**src/sv/tdwt_pkg.sv**
```systemverilog
// shared constants, codes and types of the task dispatcher
package tdwt_pkg;

  localparam int MAX_MAP_TASKS    = 64;
  localparam int MAX_REDUCE_TASKS = 16;
  localparam int STAMP_BITS       = 32;

  localparam int TIMEOUT_RESET = 500;

  // index and count widths
  localparam int MIDX_W = (MAX_MAP_TASKS > 1) ? $clog2(MAX_MAP_TASKS) : 1;
  localparam int RIDX_W = (MAX_REDUCE_TASKS > 1) ? $clog2(MAX_REDUCE_TASKS) : 1;
  localparam int SIDX_W = (MIDX_W > RIDX_W) ? MIDX_W : RIDX_W;
  localparam int MCNT_W = $clog2(MAX_MAP_TASKS + 1);
  localparam int RCNT_W = $clog2(MAX_REDUCE_TASKS + 1);
  localparam int SCNT_W = (MCNT_W > RCNT_W) ? MCNT_W : RCNT_W;

  // stamp memory: map entries first, reduce entries after them
  localparam int RAM_DEPTH = MAX_MAP_TASKS + MAX_REDUCE_TASKS;
  localparam int RAM_AW    = $clog2(RAM_DEPTH);

  // field widths of the ports
  localparam int CMD_W   = 2;
  localparam int KIND_W  = 2;
  localparam int INDEX_W = 6;
  localparam int CFGI_W  = 2;
  localparam int CFGD_W  = 32;
  localparam int MCFG_W  = 7;
  localparam int RCFG_W  = 5;
  localparam int TMO_W   = 32;

  // commands
  localparam logic [CMD_W-1:0] CMD_TICK   = 2'd0;
  localparam logic [CMD_W-1:0] CMD_ASK    = 2'd1;
  localparam logic [CMD_W-1:0] CMD_SUBMIT = 2'd2;

  // task kinds on submit
  localparam logic [KIND_W-1:0] TK_MAP    = 2'd0;
  localparam logic [KIND_W-1:0] TK_REDUCE = 2'd1;

  // reply kinds
  localparam logic [KIND_W-1:0] RK_NONE   = 2'd0;
  localparam logic [KIND_W-1:0] RK_MAP    = 2'd1;
  localparam logic [KIND_W-1:0] RK_REDUCE = 2'd2;

  // register indexes
  localparam logic [CFGI_W-1:0] REG_MAP_COUNT    = 2'd0;
  localparam logic [CFGI_W-1:0] REG_REDUCE_COUNT = 2'd1;
  localparam logic [CFGI_W-1:0] REG_TIMEOUT      = 2'd2;

  // stamp memory write port
  typedef struct packed {
    logic                  we;
    logic [RAM_AW-1:0]     addr;
    logic [STAMP_BITS-1:0] data;
  } stamp_wr_t;

  typedef enum logic [2:0] {
    S_IDLE = 3'b001,
    S_SCAN = 3'b010,
    S_RESP = 3'b100
  } state_t;

endpackage

```
**src/sv/tdwt_stamp_ram.sv**
```systemverilog
// start-stamp memory, one write port and one registered read port
module tdwt_stamp_ram
  import tdwt_pkg::*;
(
  input  logic                  clk,
  input  stamp_wr_t             wr,
  input  logic [RAM_AW-1:0]     raddr,
  output logic [STAMP_BITS-1:0] rdata
);

  logic [STAMP_BITS-1:0] mem [RAM_DEPTH];
  logic [STAMP_BITS-1:0] rdata_r;

  always_ff @(posedge clk) begin
    if (wr.we) begin
      mem[wr.addr] <= wr.data;
    end
    rdata_r <= mem[raddr];
  end

  assign rdata = rdata_r;

endmodule

```
**src/sv/tdwt_age_unit.sv**
```systemverilog
// shared age check: clock minus stamp, modulo stamp width, against the timeout
module tdwt_age_unit
  import tdwt_pkg::*;
(
  input  logic [STAMP_BITS-1:0] clock_now,
  input  logic [STAMP_BITS-1:0] stamp,
  input  logic [TMO_W-1:0]      timeout,
  output logic                  aged
);

  logic [STAMP_BITS-1:0] age;

  assign age  = clock_now - stamp;
  assign aged = 64'(age) > 64'(timeout);

endmodule

```
**src/sv/task_dispatcher_with_timeout.sv**
```systemverilog
// two-phase task dispatcher with timeout reissue: sequencer, flags and output register
// flow: tick, submit and unused commands go from idle to the result state, then to the
//   output register; an ask scans the current phase, reading stamps and checking flags, up to
//   the first free task or the end of the task count (at most 64 map, 16 reduce), then goes to
//   the result state; an ask after both phases are done goes there directly
// throughput: one request at a time, set by the scan over the stamp memory read port
// reset: sync active low; flags, counts, clock clear, timeout to 500; stamps, payloads unknown
module task_dispatcher_with_timeout
  import tdwt_pkg::*;
(
  input  logic               clk,
  input  logic               rst_n,
  // request channel
  input  logic               in_valid,
  output logic               in_stall,
  input  logic [CMD_W-1:0]   in_command,
  input  logic [KIND_W-1:0]  in_task_kind,
  input  logic [INDEX_W-1:0] in_task_index,
  // result channel
  output logic               out_valid,
  input  logic               out_stall,
  output logic [KIND_W-1:0]  out_reply_kind,
  output logic [INDEX_W-1:0] out_reply_index,
  output logic               out_submit_ok,
  output logic               out_all_done,
  // configuration write channel
  input  logic               cfg_valid,
  output logic               cfg_ready,
  input  logic [CFGI_W-1:0]  cfg_index,
  input  logic [CFGD_W-1:0]  cfg_data
);

  // sequencer state
  state_t state_r, state_nxt;

  // configuration registers
  logic [MCFG_W-1:0] map_count_r, map_count_nxt;
  logic [RCFG_W-1:0] red_count_r, red_count_nxt;
  logic [TMO_W-1:0]  timeout_r, timeout_nxt;

  // dispatcher state
  logic [STAMP_BITS-1:0]       tick_r, tick_nxt;
  logic [MAX_MAP_TASKS-1:0]    m_asg_r, m_asg_nxt;
  logic [MAX_MAP_TASKS-1:0]    m_cmp_r, m_cmp_nxt;
  logic [MAX_REDUCE_TASKS-1:0] r_asg_r, r_asg_nxt;
  logic [MAX_REDUCE_TASKS-1:0] r_cmp_r, r_cmp_nxt;
  logic [MCNT_W-1:0]           map_done_r, map_done_nxt;
  logic [RCNT_W-1:0]           red_done_r, red_done_nxt;
  logic                        fin_r, fin_nxt;

  // scan control
  logic              phase_r, phase_nxt;       // 0 map, 1 reduce
  logic [SCNT_W-1:0] scount_r, scount_nxt;     // entries to scan in this phase
  logic [SCNT_W-1:0] iss_idx_r, iss_idx_nxt;   // next entry to read
  logic              ev_valid_r, ev_valid_nxt; // entry under check this cycle
  logic [SIDX_W-1:0] ev_idx_r, ev_idx_nxt;
  logic              cand_valid_r, cand_valid_nxt;
  logic [SIDX_W-1:0] cand_idx_r, cand_idx_nxt;

  // pending result
  logic [KIND_W-1:0]  resp_kind_r, resp_kind_nxt;
  logic [INDEX_W-1:0] resp_idx_r, resp_idx_nxt;
  logic               resp_ok_r, resp_ok_nxt;

  // output register
  logic               out_valid_r, out_valid_nxt;
  logic [KIND_W-1:0]  out_kind_r, out_kind_nxt;
  logic [INDEX_W-1:0] out_idx_r, out_idx_nxt;
  logic               out_ok_r, out_ok_nxt;
  logic               out_done_r, out_done_nxt;

  // helpers
  logic [MCNT_W-1:0]     mcount;
  logic [RCNT_W-1:0]     rcount;
  logic                  in_acc;
  logic                  iss_more;
  logic [SIDX_W-1:0]     iss_idx;
  logic                  ev_asg;
  logic                  ev_cmp;
  logic                  aged;
  logic [STAMP_BITS-1:0] stamp_rdata;
  logic [RAM_AW-1:0]     stamp_raddr;
  stamp_wr_t             stamp_wr;

  // task counts above the maximum saturate
  always_comb begin
    if (32'(map_count_r) > 32'(MAX_MAP_TASKS)) begin
      mcount = MCNT_W'(MAX_MAP_TASKS);
    end else begin
      mcount = MCNT_W'(map_count_r);
    end
    if (32'(red_count_r) > 32'(MAX_REDUCE_TASKS)) begin
      rcount = RCNT_W'(MAX_REDUCE_TASKS);
    end else begin
      rcount = RCNT_W'(red_count_r);
    end
  end

  assign in_stall  = (state_r != S_IDLE);
  assign in_acc    = in_valid && !in_stall;
  assign cfg_ready = 1'b1;

  // read side of the scan: one stamp read issued per cycle while entries remain
  assign iss_more = (iss_idx_r != scount_r);
  assign iss_idx  = SIDX_W'(iss_idx_r);
  assign stamp_raddr = phase_r ? (RAM_AW'(MAX_MAP_TASKS) + RAM_AW'(iss_idx))
                               : RAM_AW'(iss_idx);

  // flags of the entry under check
  assign ev_asg = phase_r ? r_asg_r[RIDX_W'(ev_idx_r)] : m_asg_r[MIDX_W'(ev_idx_r)];
  assign ev_cmp = phase_r ? r_cmp_r[RIDX_W'(ev_idx_r)] : m_cmp_r[MIDX_W'(ev_idx_r)];

  tdwt_stamp_ram u_stamp_ram (
    .clk   (clk),
    .wr    (stamp_wr),
    .raddr (stamp_raddr),
    .rdata (stamp_rdata)
  );

  tdwt_age_unit u_age_unit (
    .clock_now (tick_r),
    .stamp     (stamp_rdata),
    .timeout   (timeout_r),
    .aged      (aged)
  );

  always_comb begin
    state_nxt      = state_r;
    map_count_nxt  = map_count_r;
    red_count_nxt  = red_count_r;
    timeout_nxt    = timeout_r;
    tick_nxt       = tick_r;
    m_asg_nxt      = m_asg_r;
    m_cmp_nxt      = m_cmp_r;
    r_asg_nxt      = r_asg_r;
    r_cmp_nxt      = r_cmp_r;
    map_done_nxt   = map_done_r;
    red_done_nxt   = red_done_r;
    fin_nxt        = fin_r;
    phase_nxt      = phase_r;
    scount_nxt     = scount_r;
    iss_idx_nxt    = iss_idx_r;
    ev_valid_nxt   = 1'b0;
    ev_idx_nxt     = ev_idx_r;
    cand_valid_nxt = cand_valid_r;
    cand_idx_nxt   = cand_idx_r;
    resp_kind_nxt  = resp_kind_r;
    resp_idx_nxt   = resp_idx_r;
    resp_ok_nxt    = resp_ok_r;
    out_valid_nxt  = out_valid_r;
    out_kind_nxt   = out_kind_r;
    out_idx_nxt    = out_idx_r;
    out_ok_nxt     = out_ok_r;
    out_done_nxt   = out_done_r;
    stamp_wr.we    = 1'b0;
    stamp_wr.addr  = phase_r ? (RAM_AW'(MAX_MAP_TASKS) + RAM_AW'(ev_idx_r))
                             : RAM_AW'(ev_idx_r);
    stamp_wr.data  = tick_r;

    // configuration writes, to be issued only while idle; the block itself does not enforce it
    if (cfg_valid && cfg_ready) begin
      unique case (cfg_index)
        REG_MAP_COUNT:    map_count_nxt = MCFG_W'(cfg_data);
        REG_REDUCE_COUNT: red_count_nxt = RCFG_W'(cfg_data);
        REG_TIMEOUT:      timeout_nxt   = TMO_W'(cfg_data);
        default: ;
      endcase
    end

    // output register drains independently of the sequencer
    if (out_valid_r && !out_stall) begin
      out_valid_nxt = 1'b0;
    end

    unique case (state_r)
      S_IDLE: begin
        if (in_acc) begin
          resp_kind_nxt = RK_NONE;
          resp_idx_nxt  = '0;
          resp_ok_nxt   = 1'b0;
          state_nxt     = S_RESP;
          unique case (in_command)
            CMD_TICK: begin
              tick_nxt = tick_r + 1'b1;
            end
            CMD_ASK: begin
              // pick the phase, or mark everything finished
              iss_idx_nxt    = '0;
              cand_valid_nxt = 1'b0;
              if (32'(map_done_r) < 32'(mcount)) begin
                phase_nxt  = 1'b0;
                scount_nxt = SCNT_W'(mcount);
                state_nxt  = S_SCAN;
              end else if (32'(red_done_r) < 32'(rcount)) begin
                phase_nxt  = 1'b1;
                scount_nxt = SCNT_W'(rcount);
                state_nxt  = S_SCAN;
              end else begin
                fin_nxt = 1'b1;
              end
            end
            CMD_SUBMIT: begin
              // completed only once; a repeat submit is still accepted
              if (in_task_kind == TK_MAP && 32'(in_task_index) < 32'(mcount)) begin
                resp_ok_nxt = 1'b1;
                if (!m_cmp_r[MIDX_W'(in_task_index)]) begin
                  m_cmp_nxt[MIDX_W'(in_task_index)] = 1'b1;
                  map_done_nxt = map_done_r + 1'b1;
                end
              end else if (in_task_kind == TK_REDUCE &&
                           32'(in_task_index) < 32'(rcount)) begin
                resp_ok_nxt = 1'b1;
                if (!r_cmp_r[RIDX_W'(in_task_index)]) begin
                  r_cmp_nxt[RIDX_W'(in_task_index)] = 1'b1;
                  red_done_nxt = red_done_r + 1'b1;
                end
              end
            end
            default: ;
          endcase
        end
      end

      S_SCAN: begin
        // issue stage
        if (iss_more) begin
          iss_idx_nxt  = iss_idx_r + 1'b1;
          ev_valid_nxt = 1'b1;
          ev_idx_nxt   = iss_idx;
        end
        // check stage
        if (ev_valid_r && !ev_asg && !ev_cmp) begin
          // lowest free task wins at once: assign and stamp it
          stamp_wr.we  = 1'b1;
          ev_valid_nxt = 1'b0;
          if (phase_r) begin
            r_asg_nxt[RIDX_W'(ev_idx_r)] = 1'b1;
          end else begin
            m_asg_nxt[MIDX_W'(ev_idx_r)] = 1'b1;
          end
          resp_kind_nxt = phase_r ? RK_REDUCE : RK_MAP;
          resp_idx_nxt  = INDEX_W'(ev_idx_r);
          state_nxt     = S_RESP;
        end else if (ev_valid_r) begin
          // remember the lowest timed-out task as fallback
          if (ev_asg && !ev_cmp && aged && !cand_valid_r) begin
            cand_valid_nxt = 1'b1;
            cand_idx_nxt   = ev_idx_r;
          end
        end else if (!iss_more) begin
          // scan over with no free task: reissue the fallback if any
          if (cand_valid_r) begin
            stamp_wr.we   = 1'b1;
            stamp_wr.addr = phase_r ? (RAM_AW'(MAX_MAP_TASKS) + RAM_AW'(cand_idx_r))
                                    : RAM_AW'(cand_idx_r);
            resp_kind_nxt = phase_r ? RK_REDUCE : RK_MAP;
            resp_idx_nxt  = INDEX_W'(cand_idx_r);
          end
          state_nxt = S_RESP;
        end
      end

      S_RESP: begin
        // hand the result to the output register once it has room
        if (!out_valid_r || !out_stall) begin
          out_valid_nxt = 1'b1;
          out_kind_nxt  = resp_kind_r;
          out_idx_nxt   = resp_idx_r;
          out_ok_nxt    = resp_ok_r;
          out_done_nxt  = fin_r;
          state_nxt     = S_IDLE;
        end
      end

      default: begin
        state_nxt = S_IDLE;
      end
    endcase
  end

  // control registers
  always_ff @(posedge clk) begin
    if (!rst_n) begin
      state_r      <= S_IDLE;
      map_count_r  <= '0;
      red_count_r  <= '0;
      timeout_r    <= TMO_W'(TIMEOUT_RESET);
      tick_r       <= '0;
      m_asg_r      <= '0;
      m_cmp_r      <= '0;
      r_asg_r      <= '0;
      r_cmp_r      <= '0;
      map_done_r   <= '0;
      red_done_r   <= '0;
      fin_r        <= 1'b0;
      phase_r      <= 1'b0;
      scount_r     <= '0;
      iss_idx_r    <= '0;
      ev_valid_r   <= 1'b0;
      cand_valid_r <= 1'b0;
      out_valid_r  <= 1'b0;
    end else begin
      state_r      <= state_nxt;
      map_count_r  <= map_count_nxt;
      red_count_r  <= red_count_nxt;
      timeout_r    <= timeout_nxt;
      tick_r       <= tick_nxt;
      m_asg_r      <= m_asg_nxt;
      m_cmp_r      <= m_cmp_nxt;
      r_asg_r      <= r_asg_nxt;
      r_cmp_r      <= r_cmp_nxt;
      map_done_r   <= map_done_nxt;
      red_done_r   <= red_done_nxt;
      fin_r        <= fin_nxt;
      phase_r      <= phase_nxt;
      scount_r     <= scount_nxt;
      iss_idx_r    <= iss_idx_nxt;
      ev_valid_r   <= ev_valid_nxt;
      cand_valid_r <= cand_valid_nxt;
      out_valid_r  <= out_valid_nxt;
    end
  end

  // payload registers
  always_ff @(posedge clk) begin
    ev_idx_r    <= ev_idx_nxt;
    cand_idx_r  <= cand_idx_nxt;
    resp_kind_r <= resp_kind_nxt;
    resp_idx_r  <= resp_idx_nxt;
    resp_ok_r   <= resp_ok_nxt;
    out_kind_r  <= out_kind_nxt;
    out_idx_r   <= out_idx_nxt;
    out_ok_r    <= out_ok_nxt;
    out_done_r  <= out_done_nxt;
  end

  assign out_valid       = out_valid_r;
  assign out_reply_kind  = out_kind_r;
  assign out_reply_index = out_idx_r;
  assign out_submit_ok   = out_ok_r;
  assign out_all_done    = out_done_r;

  // finished flag is sticky
  a_fin_sticky: assert property (@(posedge clk) disable iff (!rst_n)
    fin_r |=> fin_r)
    else $error("finished flag dropped");

  // a map task handed out is marked assigned
  a_map_assigned: assert property (@(posedge clk) disable iff (!rst_n)
    (state_r == S_RESP && resp_kind_r == RK_MAP) |-> m_asg_r[MIDX_W'(resp_idx_r)])
    else $error("map task replied without assigned flag");

  // the check stage only runs inside a scan
  a_ev_in_scan: assert property (@(posedge clk) disable iff (!rst_n)
    ev_valid_r |-> state_r == S_SCAN)
    else $error("scan check outside scan");

  // done counts stay within the task maximum
  a_done_bound: assert property (@(posedge clk) disable iff (!rst_n)
    32'(map_done_r) <= 32'(MAX_MAP_TASKS) && 32'(red_done_r) <= 32'(MAX_REDUCE_TASKS))
    else $error("done count beyond task maximum");

endmodule
```
**config.mk**
```make
export PLATFORM = sky130hd
export DESIGN_NAME = task_dispatcher_with_timeout
export DESIGN_NICKNAME = d
export VERILOG_FILES = /design/src/sv/tdwt_pkg.sv /design/src/sv/tdwt_stamp_ram.sv /design/src/sv/tdwt_age_unit.sv /design/src/sv/task_dispatcher_with_timeout.sv
export SDC_FILE = /design/constraint.sdc
export NUM_CORES = 2
export LEC_CHECK = 0
export BUFFER_PORTS_ARGS = -buffer_cell sky130_fd_sc_hd__buf_2
export CORE_ASPECT_RATIO = 0.9
export CORE_MARGIN = 5
export CORE_UTILIZATION = 50
export DETAILED_ROUTE_END_ITERATION = 8
export GPL_ROUTABILITY_DRIVEN = 0
export PLACE_DENSITY_LB_ADDON = 0.15
export SLEW_MARGIN = 20
export SYNTH_ARGS = -nofsm -noshare
export SYNTH_HDL_FRONTEND = slang
export SYNTH_SLANG_ARGS = --single-unit
```
**constraint.sdc**
```tcl
create_clock -name clk -period 10.76 [get_ports clk]
set_input_delay 1.614 -clock clk [delete_from_list [all_inputs] [get_ports clk]]
set_output_delay 1.614 -clock clk [all_outputs]
set_load 0.01 [all_outputs]
```
==> results.sh <==
export IMPL_status="finished, final reports clean"
export IMPL_r2r_end="cand_idx_r[5]"
export IMPL_drv_cap=0
export IMPL_power_density_nw_per_um2=176
export IMPL_root_buffer="clkbuf_16"
export IMPL_worstReg2RegStart="tick_r[11]"
export IMPL_fin_hold_ws_ns=0.452
export IMPL_clockBufferDepth=4
export IMPL_clock_skew_ns=0.0724
export IMPL_start_util_pct=50.2
export IMPL_worstPathRequired_ns=11.27
export IMPL_viasPerCell=6.27
export IMPL_synth_area_per_cell_um2=20.4
export IMPL_grt_usage_pct=24.3
export IMPL_arrival_ns=6.44
export IMPL_syn_area_um2=114000
export IMPL_cts_tree="built"
export IMPL_slowest_delay_ns=0.85
export IMPL_die_y_um=462
export IMPL_ys_seq_area_share_pct=73.7
export IMPL_synth_edf_count=2591
export IMPL_area_growth_pct=12.9
export IMPL_ios=62
export IMPL_crit_path_top_delay_cell="o311ai_0"
export IMPL_core_um2=227000
export IMPL_routedWlPerCell_um=32.1
export IMPL_fmax_mhz=169
export IMPL_seq_area_um2=83900
export IMPL_rsz0062_at_grt="no"
export IMPL_hp_class="register to register"
export IMPL_synth_seq_cells=2893
export IMPL_crit_path_max_fanout=84
export IMPL_leakage_nw=35.9
export IMPL_crit_chain="buf_4 > ha_1 > nand3_1 > o221ai_1 > a21o_1 > o21ai_0 > a21oi_1 > a211o_1 > o311ai_0 > ha_1 > nand4_1 > nor4_1 > inv_1 > nor3_1 > o21ai_0 > a21oi_1"
export IMPL_hpwl_mm=166
export IMPL_post_route_min_period_ns=5.93
export IMPL_fill_cells=16800
export IMPL_p_total_mw=22.6
export IMPL_overflow=0
export IMPL_dieArea_um2=237000
export IMPL_worstMarginPinSlew_ns=1.17
export IMPL_drt_total_wl_mm=291
export IMPL_synth_fp_nets=5701
export IMPL_post_cts_buffers=0
export IMPL_multi_input_area_um2=29000
export IMPL_layout_nets=5950
export IMPL_cts_resized_gates=0
export IMPL_hold_violations=0
export IMPL_cp_start_kind="register"
export IMPL_whs_path_depth=2
export IMPL_path_class="register to register"
export IMPL_grt_first_pass_wirelength_mm=415
export IMPL_drv_slew=0
export IMPL_htree_num_levels=5
export IMPL_synth_cell_type_count=77
export IMPL_layout_worst_path_cycle_share_pct=55.1
export IMPL_cts_sinks=2893
export IMPL_fin_setup_tns_ns=0
export IMPL_worst_slew_margin_rel_pct=21.0
export IMPL_grt_max_degree=137
export IMPL_min_delay_start="m_asg_r[30]"
export IMPL_critPathCaptureType="register"
export IMPL_drc=0
export IMPL_first_global_vias=56000
export IMPL_insertion_delay_ns=0.95
export IMPL_portBuffers=60
export IMPL_antenna_found_initial=24
export IMPL_num_rows=166
export IMPL_numCtsBuffers=302
export IMPL_async_flop_share_pct=0
export IMPL_ys_warn_count=0
export IMPL_irDropWorstVdd_mv=0.180
export IMPL_die_x_um=513
export IMPL_setup_viol=0
export IMPL_drtIter0Drc=7085
export IMPL_ys_flop_type="edfxtp_1"
export IMPL_rrSetupSlack_ns=4.83
export IMPL_reg2regPathDepth=16
export IMPL_whs_endpoint="m_asg_r[30]"
export IMPL_firstDrtPassIters=5
export IMPL_ant_nets=0
export IMPL_syn_inst=5565
export IMPL_clk_pin_slew_ns=0.06
export IMPL_via_count=56800
export IMPL_holdBufCountCts=0
export IMPL_drive_gt1_share_pct=28.2
==> layout make-up <==
class	count	share of cell area (%)
Sequential cell	2893	65.3
Inverter	98	0.287
Clock buffer	377	6.27
Timing Repair Buffer	233	1.51
Antenna cell	5	0.00974
Multi-Input combinational cell	2286	22.6
Tap cell	3024	2.95
Clock inverter	139	1.07
==> worst max-delay path by stage <==
stage	slack (ns)	depth (start not counted)	start	to
finish	4.83	16	tick_r[11]	cand_idx_r[5]
CTS	4.79	16	tick_r[11]	cand_idx_r[5]
global route	4.32	20	tick_r[0]	cand_idx_r[3]
floorplan	5.65	16	tick_r[20]	cand_idx_r[0]
detailed placement	4.83	16	tick_r[11]	cand_idx_r[0]
global placement	4.88	16	tick_r[10]	cand_idx_r[0]
==> power breakdown <==
part	internal, mW	switching, mW	leakage [nW]
sequential	12.1	0.0173	23.0
combinational	0.163	0.234	8.26
clock	5.95	4.15	4.62
total	18.2	4.40	35.9
==> layout by cell type, fill, tap and decap left out, types with 23 or more instances in the layout <==
master,count
nor2_4,81
buf_2,59
inv_1,95
xnor2_1,36
clkinv_1,52
mux2_2,36
dfxtp_2,34
a21oi_1,77
a31oi_1,23
a21o_1,34
clkbuf_1,61
o21ai_0,164
bufinv_16,28
edfxtp_1,2591
clkinv_2,48
mux2i_1,60
nand3_1,45
xor2_1,32
clkbuf_16,309
buf_4,152
dfxtp_1,263
nand2_1,304
ha_1,86
nor2_1,139
nand4_1,38
mux4_2,881
==> state kept, by name, summed over array words and instances, names as in the netlist, 6 cells and up <==
register           flops
u_stamp_ram.mem     2560
m_asg_r               64
m_cmp_r               64
tick_r                32
timeout_r             32
u_stamp_ram.rdata     32
r_asg_r               16
r_cmp_r               16
iss_idx_r              7
map_count_r            7
map_done_r             7
scount_r               7
cand_idx_r             6
ev_idx_r               6
out_reply_index        6
resp_idx_r             6
==> synthesized netlist by cell type, types with 14 or more instances <==
library cell | instances | share of area (%)
edfxtp_1 | 2591 | 68
mux4_2 | 881 | 17
nand2_1 | 304 | 1.0
dfxtp_1 | 302 | 5.3
nor2_1 | 219 | 0.72
clkbuf_1 | 196 | 0.65
o21ai_0 | 169 | 0.74
inv_1 | 96 | 0.32
ha_1 | 86 | 0.95
a21oi_1 | 77 | 0.34
buf_1 | 73 | 0.24
mux2i_1 | 60 | 0.53
nand3_1 | 45 | 0.20
nand4_1 | 38 | 0.21
mux2_2 | 36 | 0.36
xnor2_1 | 36 | 0.28
a21o_1 | 34 | 0.22
xor2_1 | 32 | 0.25
a31oi_1 | 23 | 0.13
nor3_1 | 21 | 0.092
nor2b_1 | 19 | 0.10
or3_1 | 16 | 0.088
and3_1 | 14 | 0.077
buf_2 | 14 | 0.062
nand2b_1 | 14 | 0.077
==> routing by layer <==
| metal | vias to the layer above | GRT usage, % | wire (um) | share of wire (%) |
|---|---|---|---|---|
| met3 | 384 | 4.55 | 24100 | 8.3 |
| met4 | 2 | 5.66 | 6570 | 2.3 |
| met2 | 2520 | 37.4 | 137000 | 47 |
| met5 | - | 0 | 13 | 0.0045 |
| li1 | 23400 | - | - | - |
| met1 | 30500 | 36.6 | 124000 | 43 |
==> worst max-delay path: cells and delay by family, from the launching register on <==
family	cells	cell delay [ns]
flip-flops	1	0.31
AO/OA/AOI/OAI	8	2.68
adder cells (fa/ha/maj)	2	0.69
AND/OR/NAND/NOR	4	1.08
buffers and inverters	2	0.78
==> per-stage QoR <==
stage | area (um^2) | setup WS (ns) | std cells | util (%)
global route | 128000 | 4.32 | 9052 | 56.6
detailed placement | 119000 | 4.83 | 8523 | 52.4
CTS | 128000 | 4.79 | 9039 | 56.5
floorplan | 114000 | 5.65 | 5565 | -
global placement | 119000 | 4.88 | 8518 | 52.3
finish | 128000 | 4.83 | 9055 | 56.6
==> logic make-up after synthesis <==
group | share of synthesized area, %
muxes | 18.3
AOI/OAI and AO/OA | 2.25
DFF | 73.7
xor gates and xnor gates | 0.524
and+or+nand+nor | 2.91
buffers and inverters | 1.31
other | 0.00330
adders and majority gates | 0.964
Power figures use the tool's default switching activity.
